==> config.mk <==
export PLATFORM = sky130hd
export DESIGN_NAME = haversine_path_length
export DESIGN_NICKNAME = d
export VERILOG_FILES = /design/src/sv/hpl_pkg.sv /design/src/sv/hpl_mul.sv /design/src/sv/hpl_isqrt.sv /design/src/sv/hpl_cordic.sv /design/src/sv/haversine_path_length.sv
export SDC_FILE = /design/constraint.sdc
export NUM_CORES = 2
export LEC_CHECK = 0
export ABC_AREA = 1
export BUFFER_PORTS_ARGS = -buffer_cell sky130_fd_sc_hd__buf_2
export CORE_MARGIN = 2
export CORE_UTILIZATION = 50
export DETAILED_ROUTE_END_ITERATION = 16
export PLACE_DENSITY_LB_ADDON = 0.2
export SYNTH_ARGS = -nofsm -noshare
export SYNTH_HDL_FRONTEND = slang
export SYNTH_SLANG_ARGS = --single-unit
==> constraint.sdc <==
create_clock -name clk -period 7.95 [get_ports clk]
set_input_delay 1.1925 -clock clk [delete_from_list [all_inputs] [get_ports clk]]
set_output_delay 1.1925 -clock clk [all_outputs]
set_load 0.02 [all_outputs]
==> src/sv/hpl_pkg.sv <==
`timescale 1ns / 1ps

package hpl_pkg;

    // Field widths of the stream words.
    localparam int LAT_W    = 31;
    localparam int LON_W    = 32;
    localparam int SEG_W    = 31;
    localparam int TOTAL_W  = 48;
    localparam int S_DATA_W = 64;
    localparam int M_DATA_W = 80;

    // Magnitude of a coordinate difference, and the wrapped longitude difference.
    localparam int MAG_W  = 31;
    localparam int DLON_W = 35;

    // Default datapath settings.
    localparam int STEPS_DEFAULT = 24;
    localparam int FRAC_DEFAULT  = 30;

    // Square root unit widths.
    localparam int SQRT_IN_W  = 64;
    localparam int SQRT_OUT_W = 32;

    // Arithmetic constants.
    localparam logic [31:0] DEG7_TO_RAD     = 32'd4024455254;
    localparam logic [63:0] QUARTER_PI_Q62  = 64'd3622009729038561421;
    localparam logic [31:0] INV_GAIN_Q32    = 32'd2608131496;
    localparam logic [30:0] EARTH_DIAM_CM   = 31'd1274200000;
    localparam logic signed [LAT_W-1:0] LAT_LIMIT = 31'sd900000000;
    localparam logic signed [DLON_W-1:0] LON_TURN = 35'sd3600000000;
    localparam logic signed [DLON_W-1:0] LON_HALF = 35'sd1800000000;
    localparam logic [SEG_W-1:0] SEGMENT_MAX      = 31'd2001508680;
    localparam logic [TOTAL_W-1:0] TOTAL_MAX      = '1;

    // CORDIC operating mode.
    typedef enum logic {
        CMODE_ROT,
        CMODE_VEC
    } cordic_mode_t;

    // Width of the CORDIC x, y and z registers.
    function automatic int cordic_width(input int frac);
        return (frac + 3 > 35) ? frac + 3 : 35;
    endfunction

    // Operand width of the shift-add multiplier.
    function automatic int mul_width(input int frac);
        return (frac + 2 > 32) ? frac + 2 : 32;
    endfunction

    // Long division, used only to build constant tables at elaboration.
    function automatic logic [63:0] div_floor(input logic [63:0] num, input logic [63:0] den);
        logic [63:0] q;
        logic [64:0] r;
        q = '0;
        r = '0;
        for (int b = 63; b >= 0; b--)
        begin
            r = {r[63:0], num[b]};
            if (r >= {1'b0, den})
            begin
                r    = r - {1'b0, den};
                q[b] = 1'b1;
            end
        end
        return q;
    endfunction

    // atan(2^-i) in Q62 from its power series; pi/4 for the first step.
    function automatic logic [63:0] atan_q62(input int i);
        logic [63:0] sum;
        int          e;
        sum = '0;
        if (i == 0)
            return QUARTER_PI_Q62;
        for (int k = 0; k < 32; k++)
        begin
            e = i * (2 * k + 1);
            if (e <= 62)
            begin
                if (k[0])
                    sum = sum - div_floor(64'd1 << (62 - e), 64'(2 * k + 1));
                else
                    sum = sum + div_floor(64'd1 << (62 - e), 64'(2 * k + 1));
            end
        end
        return sum;
    endfunction

endpackage

==> src/sv/hpl_mul.sv <==
`timescale 1ns / 1ps

module hpl_mul #(
    parameter int MW = hpl_pkg::mul_width(hpl_pkg::FRAC_DEFAULT)
) (
    input  logic            clk,
    input  logic            rst_n,
    input  logic            start,
    input  logic [MW-1:0]   a_in,
    input  logic [MW-1:0]   b_in,
    output logic [2*MW-1:0] p_out,
    output logic            done
);
    import hpl_pkg::*;

    localparam int PW = 2 * MW;
    localparam int IW = $clog2(MW);

    logic          busy_reg;
    logic          done_reg;
    logic [IW-1:0] cnt_reg;
    logic [MW-1:0] a_reg;
    logic [MW-1:0] b_reg;
    logic [PW-1:0] acc_reg;
    logic [MW:0]   sum_next;
    logic [PW-1:0] acc_next;

    // One multiplier bit per cycle: add into the upper half, then shift right.
    always_comb
    begin
        sum_next = {1'b0, acc_reg[PW-1:MW]} + (b_reg[0] ? {1'b0, a_reg} : '0);
        acc_next = {sum_next, acc_reg[MW-1:1]};
    end

    // Control of the iteration count.
    always_ff @(posedge clk or negedge rst_n)
    begin
        if (!rst_n)
        begin
            busy_reg <= 1'b0;
            done_reg <= 1'b0;
            cnt_reg  <= '0;
        end
        else
        begin
            done_reg <= 1'b0;
            if (start && !busy_reg)
            begin
                busy_reg <= 1'b1;
                cnt_reg  <= '0;
            end
            else if (busy_reg)
            begin
                if (cnt_reg == IW'(MW - 1))
                begin
                    busy_reg <= 1'b0;
                    done_reg <= 1'b1;
                end
                cnt_reg <= cnt_reg + 1'b1;
            end
        end
    end

    // Operand and product registers.
    always_ff @(posedge clk)
    begin
        if (start && !busy_reg)
        begin
            a_reg   <= a_in;
            b_reg   <= b_in;
            acc_reg <= '0;
        end
        else if (busy_reg)
        begin
            b_reg   <= b_reg >> 1;
            acc_reg <= acc_next;
        end
    end

    assign p_out = acc_reg;
    assign done  = done_reg;

endmodule

==> src/sv/hpl_isqrt.sv <==
`timescale 1ns / 1ps

module hpl_isqrt (
    input  logic                             clk,
    input  logic                             rst_n,
    input  logic                             start,
    input  logic [hpl_pkg::SQRT_IN_W-1:0]    v_in,
    output logic [hpl_pkg::SQRT_OUT_W-1:0]   root,
    output logic                             done
);
    import hpl_pkg::*;

    localparam logic [SQRT_IN_W-1:0] TOP_BIT = SQRT_IN_W'(1) << (SQRT_IN_W - 2);

    logic                 busy_reg;
    logic                 done_reg;
    logic [SQRT_IN_W-1:0] v_reg;
    logic [SQRT_IN_W-1:0] res_reg;
    logic [SQRT_IN_W-1:0] bit_reg;
    logic [SQRT_IN_W-1:0] trial;
    logic                 fits;
    logic [SQRT_IN_W-1:0] v_next;
    logic [SQRT_IN_W-1:0] res_next;

    // Restoring square root, one result bit per cycle.
    always_comb
    begin
        trial    = res_reg + bit_reg;
        fits     = (v_reg >= trial);
        v_next   = fits ? (v_reg - trial) : v_reg;
        res_next = fits ? ((res_reg >> 1) + bit_reg) : (res_reg >> 1);
    end

    // Control: the last step is the one with the lowest trial bit.
    always_ff @(posedge clk or negedge rst_n)
    begin
        if (!rst_n)
        begin
            busy_reg <= 1'b0;
            done_reg <= 1'b0;
        end
        else
        begin
            done_reg <= 1'b0;
            if (start && !busy_reg)
                busy_reg <= 1'b1;
            else if (busy_reg && bit_reg[0])
            begin
                busy_reg <= 1'b0;
                done_reg <= 1'b1;
            end
        end
    end

    // Working registers.
    always_ff @(posedge clk)
    begin
        if (start && !busy_reg)
        begin
            v_reg   <= v_in;
            res_reg <= '0;
            bit_reg <= TOP_BIT;
        end
        else if (busy_reg)
        begin
            v_reg   <= v_next;
            res_reg <= res_next;
            bit_reg <= bit_reg >> 2;
        end
    end

    assign root = res_reg[SQRT_OUT_W-1:0];
    assign done = done_reg;

endmodule

==> src/sv/hpl_cordic.sv <==
`timescale 1ns / 1ps

module hpl_cordic #(
    parameter int STEPS = hpl_pkg::STEPS_DEFAULT,
    parameter int FRAC  = hpl_pkg::FRAC_DEFAULT,
    parameter int CW    = hpl_pkg::cordic_width(hpl_pkg::FRAC_DEFAULT)
) (
    input  logic                  clk,
    input  logic                  rst_n,
    input  logic                  start,
    input  hpl_pkg::cordic_mode_t mode,
    input  logic signed [CW-1:0]  x_in,
    input  logic signed [CW-1:0]  y_in,
    input  logic signed [CW-1:0]  z_in,
    output logic signed [CW-1:0]  x_out,
    output logic signed [CW-1:0]  y_out,
    output logic signed [CW-1:0]  z_out,
    output logic                  done
);
    import hpl_pkg::*;

    localparam int IW = $clog2(STEPS);

    logic signed [CW-1:0] atan_rom [STEPS];
    logic                 busy_reg;
    logic                 done_reg;
    logic [IW-1:0]        cnt_reg;
    cordic_mode_t         mode_reg;
    logic signed [CW-1:0] x_reg;
    logic signed [CW-1:0] y_reg;
    logic signed [CW-1:0] z_reg;
    logic signed [CW-1:0] x_sh;
    logic signed [CW-1:0] y_sh;
    logic                 turn_down;
    logic signed [CW-1:0] x_next;
    logic signed [CW-1:0] y_next;
    logic signed [CW-1:0] z_next;

    // Angle table atan(2^-i), rounded from Q62 to the angle format.
    for (genvar g = 0; g < STEPS; g++)
    begin : g_atan
        localparam logic [63:0] ATAN_Q62 = atan_q62(g);
        localparam logic [63:0] ATAN_RND =
            (ATAN_Q62 + (64'd1 << (61 - FRAC))) >> (62 - FRAC);
        assign atan_rom[g] = ATAN_RND[CW-1:0];
    end

    // One micro-rotation. Rotation steers z to zero, vectoring steers y to zero.
    always_comb
    begin
        x_sh      = x_reg >>> cnt_reg;
        y_sh      = y_reg >>> cnt_reg;
        turn_down = (mode_reg == CMODE_ROT) ? !z_reg[CW-1] : y_reg[CW-1];
        if (turn_down)
        begin
            x_next = x_reg - y_sh;
            y_next = y_reg + x_sh;
            z_next = z_reg - atan_rom[cnt_reg];
        end
        else
        begin
            x_next = x_reg + y_sh;
            y_next = y_reg - x_sh;
            z_next = z_reg + atan_rom[cnt_reg];
        end
    end

    // Iteration control.
    always_ff @(posedge clk or negedge rst_n)
    begin
        if (!rst_n)
        begin
            busy_reg <= 1'b0;
            done_reg <= 1'b0;
            cnt_reg  <= '0;
        end
        else
        begin
            done_reg <= 1'b0;
            if (start && !busy_reg)
            begin
                busy_reg <= 1'b1;
                cnt_reg  <= '0;
            end
            else if (busy_reg)
            begin
                if (cnt_reg == IW'(STEPS - 1))
                begin
                    busy_reg <= 1'b0;
                    done_reg <= 1'b1;
                end
                cnt_reg <= cnt_reg + 1'b1;
            end
        end
    end

    // Vector and angle registers.
    always_ff @(posedge clk)
    begin
        if (start && !busy_reg)
        begin
            mode_reg <= mode;
            x_reg    <= x_in;
            y_reg    <= y_in;
            z_reg    <= z_in;
        end
        else if (busy_reg)
        begin
            x_reg <= x_next;
            y_reg <= y_next;
            z_reg <= z_next;
        end
    end

    assign x_out = x_reg;
    assign y_out = y_reg;
    assign z_out = z_reg;
    assign done  = done_reg;

endmodule

==> src/sv/haversine_path_length.sv <==
`timescale 1ns / 1ps

// Channel  | Signals                          | Word contents (lowest bit first)
// ---------+----------------------------------+-----------------------------------------
// input    | s_tvalid s_tready s_tdata s_tuser | lat_in[30:0], lon_in[62:31]; tuser path_start
// output   | m_tvalid m_tready m_tdata m_tuser | segment_cm[30:0], total_cm[78:31]; tuser saturated
//
// One word in, one word out. A point that starts a path skips the arithmetic and
// goes from the preparation step straight to the total. A segment runs nine
// passes of the bit-serial multiplier, of width MW = max(ANGLE_FRAC_BITS+2, 32),
// five CORDIC passes and two square roots. One point is worked on at a time.
// Reset clears the previous point and the total. A stalled output word holds its
// value, and the next input word is taken while it waits.

module haversine_path_length #(
    parameter int CORDIC_STEPS    = hpl_pkg::STEPS_DEFAULT,
    parameter int ANGLE_FRAC_BITS = hpl_pkg::FRAC_DEFAULT
) (
    input  logic                          clk,
    input  logic                          rst_n,
    input  logic                          s_tvalid,
    output logic                          s_tready,
    input  logic [hpl_pkg::S_DATA_W-1:0]  s_tdata,  // lat_in, lon_in, zero fill
    input  logic                          s_tuser,  // path_start
    output logic                          m_tvalid,
    input  logic                          m_tready,
    output logic [hpl_pkg::M_DATA_W-1:0]  m_tdata,  // segment_cm, total_cm, zero fill
    output logic                          m_tuser   // total_saturated
);
    import hpl_pkg::*;

    localparam int F   = ANGLE_FRAC_BITS;
    localparam int CW  = cordic_width(F);
    localparam int MW  = mul_width(F);
    localparam int PW  = 2 * MW;
    localparam int PW1 = PW + 1;
    localparam int UW  = F + 1;
    localparam int ZW  = F + 2;

    localparam logic [UW-1:0]  ONE_Q     = UW'(1) << F;
    localparam logic [PW:0]    HALF_F    = PW1'(1) << (F - 1);
    localparam logic [PW:0]    HALF_FULL = PW1'(1) << (60 - F);
    localparam logic [PW:0]    HALF_HALF = PW1'(1) << (61 - F);
    localparam logic [63:0]    XINIT_W   = (F < 32) ?
        ((64'(INV_GAIN_Q32) + (64'd1 << (31 - F))) >> (32 - F)) :
        (64'(INV_GAIN_Q32) << (F - 32));
    localparam logic signed [CW-1:0] XINIT = XINIT_W[CW-1:0];

    typedef enum logic [3:0] {
        S_IDLE,
        S_PREP,
        S_WRAP,
        S_CONV,
        S_SINCOS,
        S_PROD,
        S_SUMA,
        S_SQRT,
        S_ATAN,
        S_SCALE,
        S_CAP,
        S_TOTAL,
        S_OUT
    } state_t;

    state_t                    state_reg;
    logic                      wait_reg;
    logic [1:0]                idx_reg;

    logic signed [LAT_W-1:0]   lat_new_reg;
    logic signed [LON_W-1:0]   lon_new_reg;
    logic                      start_reg;
    logic signed [LAT_W-1:0]   prev_lat_reg;
    logic signed [LON_W-1:0]   prev_lon_reg;
    logic                      have_prev_reg;
    logic [TOTAL_W-1:0]        total_reg;

    logic [MAG_W-1:0]          dlat_mag_reg;
    logic signed [DLON_W-1:0]  dlon_raw_reg;
    logic [MAG_W-1:0]          dlon_mag_reg;
    logic [MAG_W-1:0]          lat1_mag_reg;
    logic [MAG_W-1:0]          lat2_mag_reg;
    logic signed [CW-1:0]      ang_reg [4];
    logic [UW-1:0]             sl_reg;
    logic [UW-1:0]             sn_reg;
    logic [UW-1:0]             c1_reg;
    logic [UW-1:0]             c2_reg;
    logic [UW-1:0]             sl2_reg;
    logic [UW-1:0]             sn2_reg;
    logic [UW-1:0]             c12_reg;
    logic [UW-1:0]             t_reg;
    logic [UW-1:0]             a_reg;
    logic [SQRT_OUT_W-1:0]     ra_reg;
    logic [SQRT_OUT_W-1:0]     rb_reg;
    logic [ZW-1:0]             zpos_reg;
    logic [31:0]               segw_reg;
    logic [SEG_W-1:0]          seg_reg;

    logic                      m_tvalid_reg;
    logic [SEG_W-1:0]          seg_out_reg;
    logic [TOTAL_W-1:0]        total_out_reg;
    logic                      sat_out_reg;

    // Unit connections.
    logic                      mul_start;
    logic [MW-1:0]             mul_a;
    logic [MW-1:0]             mul_b;
    logic [PW-1:0]             mul_p;
    logic                      mul_done;
    logic                      cordic_start;
    cordic_mode_t              cordic_mode;
    logic signed [CW-1:0]      cx_in;
    logic signed [CW-1:0]      cy_in;
    logic signed [CW-1:0]      cz_in;
    logic signed [CW-1:0]      cx_out;
    logic signed [CW-1:0]      cy_out;
    logic signed [CW-1:0]      cz_out;
    logic                      cordic_done;
    logic                      sqrt_start;
    logic [SQRT_IN_W-1:0]      sqrt_v;
    logic [SQRT_OUT_W-1:0]     sqrt_root;
    logic                      sqrt_done;

    // Combinational helpers.
    logic signed [LAT_W-1:0]   lat_in_s;
    logic signed [LAT_W-1:0]   lat_sat;
    logic signed [31:0]        dlat_diff;
    logic signed [DLON_W-1:0]  dlon_diff;
    logic signed [DLON_W-1:0]  dlon_wrap;
    logic [MAG_W-1:0]          dlat_mag;
    logic [MAG_W-1:0]          dlon_mag;
    logic [MAG_W-1:0]          lat1_mag;
    logic [MAG_W-1:0]          lat2_mag;
    logic [PW:0]               rnd_f;
    logic [PW:0]               rnd_full;
    logic [PW:0]               rnd_half;
    logic [UW:0]               a_sum;
    logic [TOTAL_W:0]          total_sum;

    // Clamp a CORDIC output to the range zero to one.
    function automatic logic [UW-1:0] clamp_unit(input logic signed [CW-1:0] v);
        if (v[CW-1])
            return '0;
        else if (v[CW-2:0] > (CW - 1)'(ONE_Q))
            return ONE_Q;
        else
            return v[UW-1:0];
    endfunction

    // Input latitude saturation.
    always_comb
    begin
        lat_in_s = s_tdata[LAT_W-1:0];
        if (lat_in_s > LAT_LIMIT)
            lat_sat = LAT_LIMIT;
        else if (lat_in_s < -LAT_LIMIT)
            lat_sat = -LAT_LIMIT;
        else
            lat_sat = lat_in_s;
    end

    // Coordinate differences and magnitudes.
    always_comb
    begin
        dlat_diff = {lat_new_reg[LAT_W-1], lat_new_reg} - {prev_lat_reg[LAT_W-1], prev_lat_reg};
        dlat_mag  = dlat_diff[31] ? MAG_W'(-dlat_diff) : dlat_diff[MAG_W-1:0];
        dlon_diff = {{(DLON_W - LON_W){lon_new_reg[LON_W-1]}}, lon_new_reg}
                  - {{(DLON_W - LON_W){prev_lon_reg[LON_W-1]}}, prev_lon_reg};
        lat1_mag  = prev_lat_reg[LAT_W-1] ? MAG_W'(-prev_lat_reg) : MAG_W'(prev_lat_reg);
        lat2_mag  = lat_new_reg[LAT_W-1] ? MAG_W'(-lat_new_reg) : MAG_W'(lat_new_reg);
        if (dlon_raw_reg > LON_HALF)
            dlon_wrap = dlon_raw_reg - LON_TURN;
        else if (dlon_raw_reg < -LON_HALF)
            dlon_wrap = dlon_raw_reg + LON_TURN;
        else
            dlon_wrap = dlon_raw_reg;
        dlon_mag  = dlon_wrap[DLON_W-1] ? MAG_W'(-dlon_wrap) : dlon_wrap[MAG_W-1:0];
    end

    // Rounded product scalings, and the sums for a and the total.
    always_comb
    begin
        rnd_f     = ({1'b0, mul_p} + HALF_F) >> F;
        rnd_full  = ({1'b0, mul_p} + HALF_FULL) >> (61 - F);
        rnd_half  = ({1'b0, mul_p} + HALF_HALF) >> (62 - F);
        a_sum     = {1'b0, sl2_reg} + {1'b0, t_reg};
        total_sum = {1'b0, total_reg} + (TOTAL_W + 1)'(seg_reg);
    end

    // Multiplier operands.
    always_comb
    begin
        mul_start = !wait_reg &&
                    (state_reg == S_CONV || state_reg == S_PROD || state_reg == S_SCALE);
        mul_a = MW'(EARTH_DIAM_CM);
        mul_b = MW'(zpos_reg);
        case (state_reg)
            S_CONV:
            begin
                mul_b = MW'(DEG7_TO_RAD);
                case (idx_reg)
                    2'd0:    mul_a = MW'(dlat_mag_reg);
                    2'd1:    mul_a = MW'(dlon_mag_reg);
                    2'd2:    mul_a = MW'(lat1_mag_reg);
                    default: mul_a = MW'(lat2_mag_reg);
                endcase
            end
            S_PROD:
            begin
                case (idx_reg)
                    2'd0:
                    begin
                        mul_a = MW'(sl_reg);
                        mul_b = MW'(sl_reg);
                    end
                    2'd1:
                    begin
                        mul_a = MW'(sn_reg);
                        mul_b = MW'(sn_reg);
                    end
                    2'd2:
                    begin
                        mul_a = MW'(c1_reg);
                        mul_b = MW'(c2_reg);
                    end
                    default:
                    begin
                        mul_a = MW'(c12_reg);
                        mul_b = MW'(sn2_reg);
                    end
                endcase
            end
            default:
            begin
                mul_a = MW'(EARTH_DIAM_CM);
                mul_b = MW'(zpos_reg);
            end
        endcase
    end

    // CORDIC and square root operands.
    always_comb
    begin
        cordic_start = !wait_reg && (state_reg == S_SINCOS || state_reg == S_ATAN);
        if (state_reg == S_ATAN)
        begin
            cordic_mode = CMODE_VEC;
            cx_in       = CW'(rb_reg);
            cy_in       = CW'(ra_reg);
            cz_in       = '0;
        end
        else
        begin
            cordic_mode = CMODE_ROT;
            cx_in       = XINIT;
            cy_in       = '0;
            cz_in       = ang_reg[idx_reg];
        end
        sqrt_start = !wait_reg && (state_reg == S_SQRT);
        if (idx_reg[0])
            sqrt_v = SQRT_IN_W'(ONE_Q - a_reg) << (62 - F);
        else
            sqrt_v = SQRT_IN_W'(a_reg) << (62 - F);
    end

    hpl_mul #(
        .MW (MW)
    ) u_mul (
        .clk   (clk),
        .rst_n (rst_n),
        .start (mul_start),
        .a_in  (mul_a),
        .b_in  (mul_b),
        .p_out (mul_p),
        .done  (mul_done)
    );

    hpl_cordic #(
        .STEPS (CORDIC_STEPS),
        .FRAC  (F),
        .CW    (CW)
    ) u_cordic (
        .clk   (clk),
        .rst_n (rst_n),
        .start (cordic_start),
        .mode  (cordic_mode),
        .x_in  (cx_in),
        .y_in  (cy_in),
        .z_in  (cz_in),
        .x_out (cx_out),
        .y_out (cy_out),
        .z_out (cz_out),
        .done  (cordic_done)
    );

    hpl_isqrt u_isqrt (
        .clk   (clk),
        .rst_n (rst_n),
        .start (sqrt_start),
        .v_in  (sqrt_v),
        .root  (sqrt_root),
        .done  (sqrt_done)
    );

    // Sequencer: state, path state and the output word.
    always_ff @(posedge clk or negedge rst_n)
    begin
        if (!rst_n)
        begin
            state_reg     <= S_IDLE;
            wait_reg      <= 1'b0;
            idx_reg       <= '0;
            lat_new_reg   <= '0;
            lon_new_reg   <= '0;
            start_reg     <= 1'b0;
            prev_lat_reg  <= '0;
            prev_lon_reg  <= '0;
            have_prev_reg <= 1'b0;
            total_reg     <= '0;
            dlat_mag_reg  <= '0;
            dlon_raw_reg  <= '0;
            dlon_mag_reg  <= '0;
            lat1_mag_reg  <= '0;
            lat2_mag_reg  <= '0;
            for (int i = 0; i < 4; i++)
                ang_reg[i] <= '0;
            sl_reg        <= '0;
            sn_reg        <= '0;
            c1_reg        <= '0;
            c2_reg        <= '0;
            sl2_reg       <= '0;
            sn2_reg       <= '0;
            c12_reg       <= '0;
            t_reg         <= '0;
            a_reg         <= '0;
            ra_reg        <= '0;
            rb_reg        <= '0;
            zpos_reg      <= '0;
            segw_reg      <= '0;
            seg_reg       <= '0;
            m_tvalid_reg  <= 1'b0;
            seg_out_reg   <= '0;
            total_out_reg <= '0;
            sat_out_reg   <= 1'b0;
        end
        else
        begin
            // The output word leaves on its handshake; a new one is loaded in S_OUT.
            if (m_tvalid_reg && m_tready && state_reg != S_OUT)
                m_tvalid_reg <= 1'b0;

            case (state_reg)
                S_IDLE:
                begin
                    if (s_tvalid)
                    begin
                        lat_new_reg <= lat_sat;
                        lon_new_reg <= s_tdata[LAT_W +: LON_W];
                        start_reg   <= s_tuser;
                        state_reg   <= S_PREP;
                    end
                end
                S_PREP:
                begin
                    dlat_mag_reg  <= dlat_mag;
                    dlon_raw_reg  <= dlon_diff;
                    lat1_mag_reg  <= lat1_mag;
                    lat2_mag_reg  <= lat2_mag;
                    prev_lat_reg  <= lat_new_reg;
                    prev_lon_reg  <= lon_new_reg;
                    have_prev_reg <= 1'b1;
                    if (start_reg)
                        total_reg <= '0;
                    if (start_reg || !have_prev_reg)
                    begin
                        seg_reg   <= '0;
                        state_reg <= S_TOTAL;
                    end
                    else
                        state_reg <= S_WRAP;
                end
                S_WRAP:
                begin
                    dlon_mag_reg <= dlon_mag;
                    idx_reg      <= '0;
                    state_reg    <= S_CONV;
                end
                S_CONV:
                begin
                    if (!wait_reg)
                        wait_reg <= 1'b1;
                    else if (mul_done)
                    begin
                        if (idx_reg[1])
                            ang_reg[idx_reg] <= rnd_full[CW-1:0];
                        else
                            ang_reg[idx_reg] <= rnd_half[CW-1:0];
                        wait_reg <= 1'b0;
                        idx_reg  <= idx_reg + 1'b1;
                        if (idx_reg == 2'd3)
                            state_reg <= S_SINCOS;
                    end
                end
                S_SINCOS:
                begin
                    if (!wait_reg)
                        wait_reg <= 1'b1;
                    else if (cordic_done)
                    begin
                        case (idx_reg)
                            2'd0:    sl_reg <= clamp_unit(cy_out);
                            2'd1:    sn_reg <= clamp_unit(cy_out);
                            2'd2:    c1_reg <= clamp_unit(cx_out);
                            default: c2_reg <= clamp_unit(cx_out);
                        endcase
                        wait_reg <= 1'b0;
                        idx_reg  <= idx_reg + 1'b1;
                        if (idx_reg == 2'd3)
                            state_reg <= S_PROD;
                    end
                end
                S_PROD:
                begin
                    if (!wait_reg)
                        wait_reg <= 1'b1;
                    else if (mul_done)
                    begin
                        case (idx_reg)
                            2'd0:    sl2_reg <= rnd_f[UW-1:0];
                            2'd1:    sn2_reg <= rnd_f[UW-1:0];
                            2'd2:    c12_reg <= rnd_f[UW-1:0];
                            default: t_reg   <= rnd_f[UW-1:0];
                        endcase
                        wait_reg <= 1'b0;
                        idx_reg  <= idx_reg + 1'b1;
                        if (idx_reg == 2'd3)
                            state_reg <= S_SUMA;
                    end
                end
                S_SUMA:
                begin
                    // a = sin^2(dlat/2) + cos(lat1) cos(lat2) sin^2(dlon/2), at most one.
                    a_reg     <= (a_sum > {1'b0, ONE_Q}) ? ONE_Q : a_sum[UW-1:0];
                    idx_reg   <= '0;
                    state_reg <= S_SQRT;
                end
                S_SQRT:
                begin
                    if (!wait_reg)
                        wait_reg <= 1'b1;
                    else if (sqrt_done)
                    begin
                        if (idx_reg[0])
                        begin
                            rb_reg    <= sqrt_root;
                            idx_reg   <= '0;
                            state_reg <= S_ATAN;
                        end
                        else
                        begin
                            ra_reg  <= sqrt_root;
                            idx_reg <= 2'd1;
                        end
                        wait_reg <= 1'b0;
                    end
                end
                S_ATAN:
                begin
                    if (!wait_reg)
                        wait_reg <= 1'b1;
                    else if (cordic_done)
                    begin
                        zpos_reg  <= cz_out[CW-1] ? '0 : cz_out[ZW-1:0];
                        wait_reg  <= 1'b0;
                        state_reg <= S_SCALE;
                    end
                end
                S_SCALE:
                begin
                    if (!wait_reg)
                        wait_reg <= 1'b1;
                    else if (mul_done)
                    begin
                        segw_reg  <= rnd_f[31:0];
                        wait_reg  <= 1'b0;
                        state_reg <= S_CAP;
                    end
                end
                S_CAP:
                begin
                    seg_reg   <= (segw_reg > 32'(SEGMENT_MAX)) ? SEGMENT_MAX : segw_reg[SEG_W-1:0];
                    state_reg <= S_TOTAL;
                end
                S_TOTAL:
                begin
                    total_reg <= total_sum[TOTAL_W] ? TOTAL_MAX : total_sum[TOTAL_W-1:0];
                    state_reg <= S_OUT;
                end
                S_OUT:
                begin
                    // Wait for the output register to be free.
                    if (!m_tvalid_reg || m_tready)
                    begin
                        m_tvalid_reg  <= 1'b1;
                        seg_out_reg   <= seg_reg;
                        total_out_reg <= total_reg;
                        sat_out_reg   <= (total_reg == TOTAL_MAX);
                        state_reg     <= S_IDLE;
                    end
                end
                default:
                begin
                    state_reg <= S_IDLE;
                end
            endcase
        end
    end

    assign s_tready = (state_reg == S_IDLE);
    assign m_tvalid = m_tvalid_reg;
    assign m_tdata  = {1'b0, total_out_reg, seg_out_reg};
    assign m_tuser  = sat_out_reg;

    // A unit reports completion only while the sequencer waits on it.
    assert property (@(posedge clk) disable iff (!rst_n)
        (mul_done || cordic_done || sqrt_done) |-> wait_reg)
        else $error("arithmetic unit finished while no operation was pending");

    // The haversine term entering the square roots never exceeds one.
    assert property (@(posedge clk) disable iff (!rst_n)
        (state_reg == S_SQRT) |-> (a_reg <= ONE_Q))
        else $error("haversine term above one");

    // The segment added to the total is already capped.
    assert property (@(posedge clk) disable iff (!rst_n)
        (state_reg == S_TOTAL) |-> (seg_reg <= SEGMENT_MAX))
        else $error("segment length above its cap");

    // An accepted word always starts the preparation step.
    assert property (@(posedge clk) disable iff (!rst_n)
        (s_tvalid && s_tready) |=> (state_reg == S_PREP))
        else $error("accepted word did not start processing");

endmodule

==> summary.txt <==
Route
  – DRC viols: 0
  – WL final: between 300,000 and 400,000 um
  – Routed vias: 97.5k
  – DR vias/cell: around 6
  – DRT iter0 DRCs: 10.6k
  – Final ANT Viol Nets: 0
  – WL/cell: 22.0 um
  – Drt pass-1 iters: 9

Critical path
  – Critical Path End Type: flip-flop
  – Worst R2R Start: u_isqrt.bit_reg[0]
  – CP max-delay cell: a31oi_1
  – Critical Path RT: a little under 9 ns
  – CP dominant cell by count: nand2_1
  – Worst r2r path cells: 28
  – WP data arrival: 7.19 ns
  – Max incr delay on CP: 0.67 ns
  – WS Path Type: flip-flop to flip-flop
  – Critical path peak fanout: 66
  – R2r endpoint: u_isqrt.res_reg[8]
  – Worst setup SP type: flip-flop
  – FF-to-FF setup slack: 1.49 ns

Die
  – Die area: roughly 0.20 mm2
  – Total core area: 0.192 mm2
  – Die Wd: 444 um
  – I/O pin cnt: approximately 150
  – Row count: ~160
  – Initial Util: 0.503
  – Die Ht: between 400 and 500 um

Clocking
  – Setup bufs post-CTS: 0
  – # resized after CTS: 0
  – Clk sinks: 1,374
  – CTS tree: done
  – Clock Path Buffers: 3
  – Clock-pin slew on the worst setup and hold paths: 0.06 ns
  – Hold bufs inserted after CTS: 0
  – H-tree Lvls: 4
  – Clk_lat worst skew: around 0.86 ns
  – Root buffer cell: clkbuf_16
  – Total CTS buffers: between 150 and 200

Yosys
  – Post-synth top cells: nand2_1, inv_1, o21ai_0
  – Cell accounting for the most synthesized area: dfrtp_1
  – Yosys top cell area share: 0.261
  – Post-synth ARST share: 0.735
  – Post-synthesis sequential area ratio: 0.361
  – Synth Instances: approximately 14k
  – Yosys cell types: a little under 80
  – Post-Synthesis Cell Area: 0.0967 mm2
  – EDFF count, synth: 233
  – Synth Warn #: 0
  – Top FF cell, synth: dfrtp_1
  – Syn_area_per_cell: 6.88 um2
  – #FFs+latches synth: 1,374
  – Post-Syn Nets: roughly 15k
  – Most frequent cell after synthesis: nand2_1
  – Synth area leaders: dfrtp_1, nand2_1, o21ai_0

Layout
  – Final #Nets: about 14k
  – Layout cell share with drive strength beyond 1: 0.0518
  – Largest register FFs: approximately 140
  – Area grow syn2layout: 8.34%
  – Filler cells: around 19k

Global routing
  – Global-route wire length before repair: around 550,000 um
  – Pin count of the biggest net entering global routing: roughly 180
  – Total global routing overflow: 0
  – Vias in the first global route: about 91k
  – Total GRT Usage: 0.362
  – Initial antenna violation count: 20

STA
  – Period utilization: 0.813
  – Final Hold Fails: 0
  – Fmax: approximately 0.15 GHz
  – Setup Skew: between 0.06 and 0.07 ns
  – Fin crit period: 6.46 ns
  – Unrepaired setup endpoints after global routing: false
  – Fin. max-slew vios: 0
  – Post-route setup TNS: 0 ns
  – Final setup vio count: 0
  – Slew @ Worst Pin: 1.28 ns
  – Relative slew slack: 0.136

Run
  – Max-cap violations: 0

Place
  – RePlAce Congestion: roughly 1.0
  – PortBufs: approximately 150
  – Detail Placement HPWL: 284,000 um

Worst hold path
  – Hold Crit Class: primary input to async pin

Run status
  – Status: finished clean
worst max path at each step:
stage                             startpoint                 end  slack [ns]  cells after the start
after floorplan           u_isqrt.bit_reg[0]    u_isqrt.v_reg[0]        2.19                     29
after global placement    u_isqrt.bit_reg[0]    u_isqrt.v_reg[1]        1.65                     29
after detailed placement  u_isqrt.bit_reg[0]    u_isqrt.v_reg[1]        1.58                     30
after CTS                 u_isqrt.bit_reg[0]    u_isqrt.v_reg[2]        1.58                     30
after global routing      u_isqrt.bit_reg[0]    u_isqrt.v_reg[2]        0.91                     30
final                     u_isqrt.bit_reg[0]  u_isqrt.res_reg[8]        1.49                     28
critical path, delay by kind of cell (launching register included):
| kind | cells | cell delay, ns |
|---|---|---|
| compound gates | 12 | 2.91 |
| xor+xnor | 1 | 0.23 |
| fa+ha+maj | 3 | 0.71 |
| buf+inv | 2 | 0.57 |
| flops | 1 | 0.39 |
| simple gates | 10 | 1.52 |
through the flow:
step / utilization / std cells / setup WS (ns) / area (um2) / hold WS, ns
after floorplan: - / 14100 / 2.19 / 96700 / 0.420
after global placement: 0.517 / 16300 / 1.65 / 99400 / 0.431
after detailed placement: 0.517 / 16300 / 1.58 / 99400 / 0.435
after CTS: 0.545 / 16600 / 1.58 / 105000 / 0.333
after global routing: 0.545 / 16600 / 0.908 / 105000 / 0.373
final: 0.545 / 16600 / 1.49 / 105000 / 0.339
layout by cell type (no fill, tap or decap), drive strengths merged, types with 7 or more instances in the layout:
cell and count:
a21o 31, o221ai 39, clkinv 63, a21boi 24
xnor2 131, o31ai 30, mux2i 14, o22ai 102
edfxtp 233, and2 9, fa 9, dfrtp 1010
or2 79, nand3 789, buf 263, nand4 160
a22o 7, nand3b 22, o21bai 36, xor2 317
nor4 59, inv 1661, o21ai 1669, ha 418
clkbuf 211, nand2 3883, o211ai 79, nor3 177
a221oi 11, a31oi 103, a32o 19, nor2 1232
bufinv 8, a211oi 28, o21a 35, a21oi 911
a22oi 39, dfxtp 131
layer usage:
| metal | up-vias | global-route usage | routed length, um |
|---|---|---|---|
| li1 | 46200 | - | - |
| met1 | 46300 | 0.493 | 156000 |
| met2 | 4170 | 0.563 | 162000 |
| met3 | 748 | 0.0562 | 28600 |
| met4 | 16 | 0.174 | 19600 |
| met5 | - | 0 | 111 |
layout make-up:
| type | instances | area, um2 | area share |
|---|---|---|---|
| Sequential cell | 1374 | 34900 | 0.333 |
| Multi-Input combinational cell | 10500 | 53500 | 0.511 |
| Clock buffer | 211 | 4410 | 0.0421 |
| Inverter | 1654 | 6210 | 0.0593 |
| Antenna cell | 5 | 12.5 | 0.000119 |
| Tap cell | 2526 | 3160 | 0.0302 |
| Clock inverter | 83 | 918 | 0.00876 |
| Timing Repair Buffer | 263 | 1650 | 0.0157 |
cell families (layout without fill, tap and decap cells):
logic type | count (synthesis) | after routing | synth area share
simple gates | 6421 | 6421 | 0.273
compound gates | 3188 | 3188 | 0.180
buf+inv | 2185 | 2211 | 0.0875
flops | 1374 | 1374 | 0.361
xor+xnor | 448 | 448 | 0.0407
fa+ha+maj | 427 | 427 | 0.0559
mux | 15 | 15 | 0.00157
other cells | 1 | 6 | 0.0000388
Power is left out: the tool's default activity adds up to more than one toggle a clock period on the data nets, which glitch-free logic cannot reach.
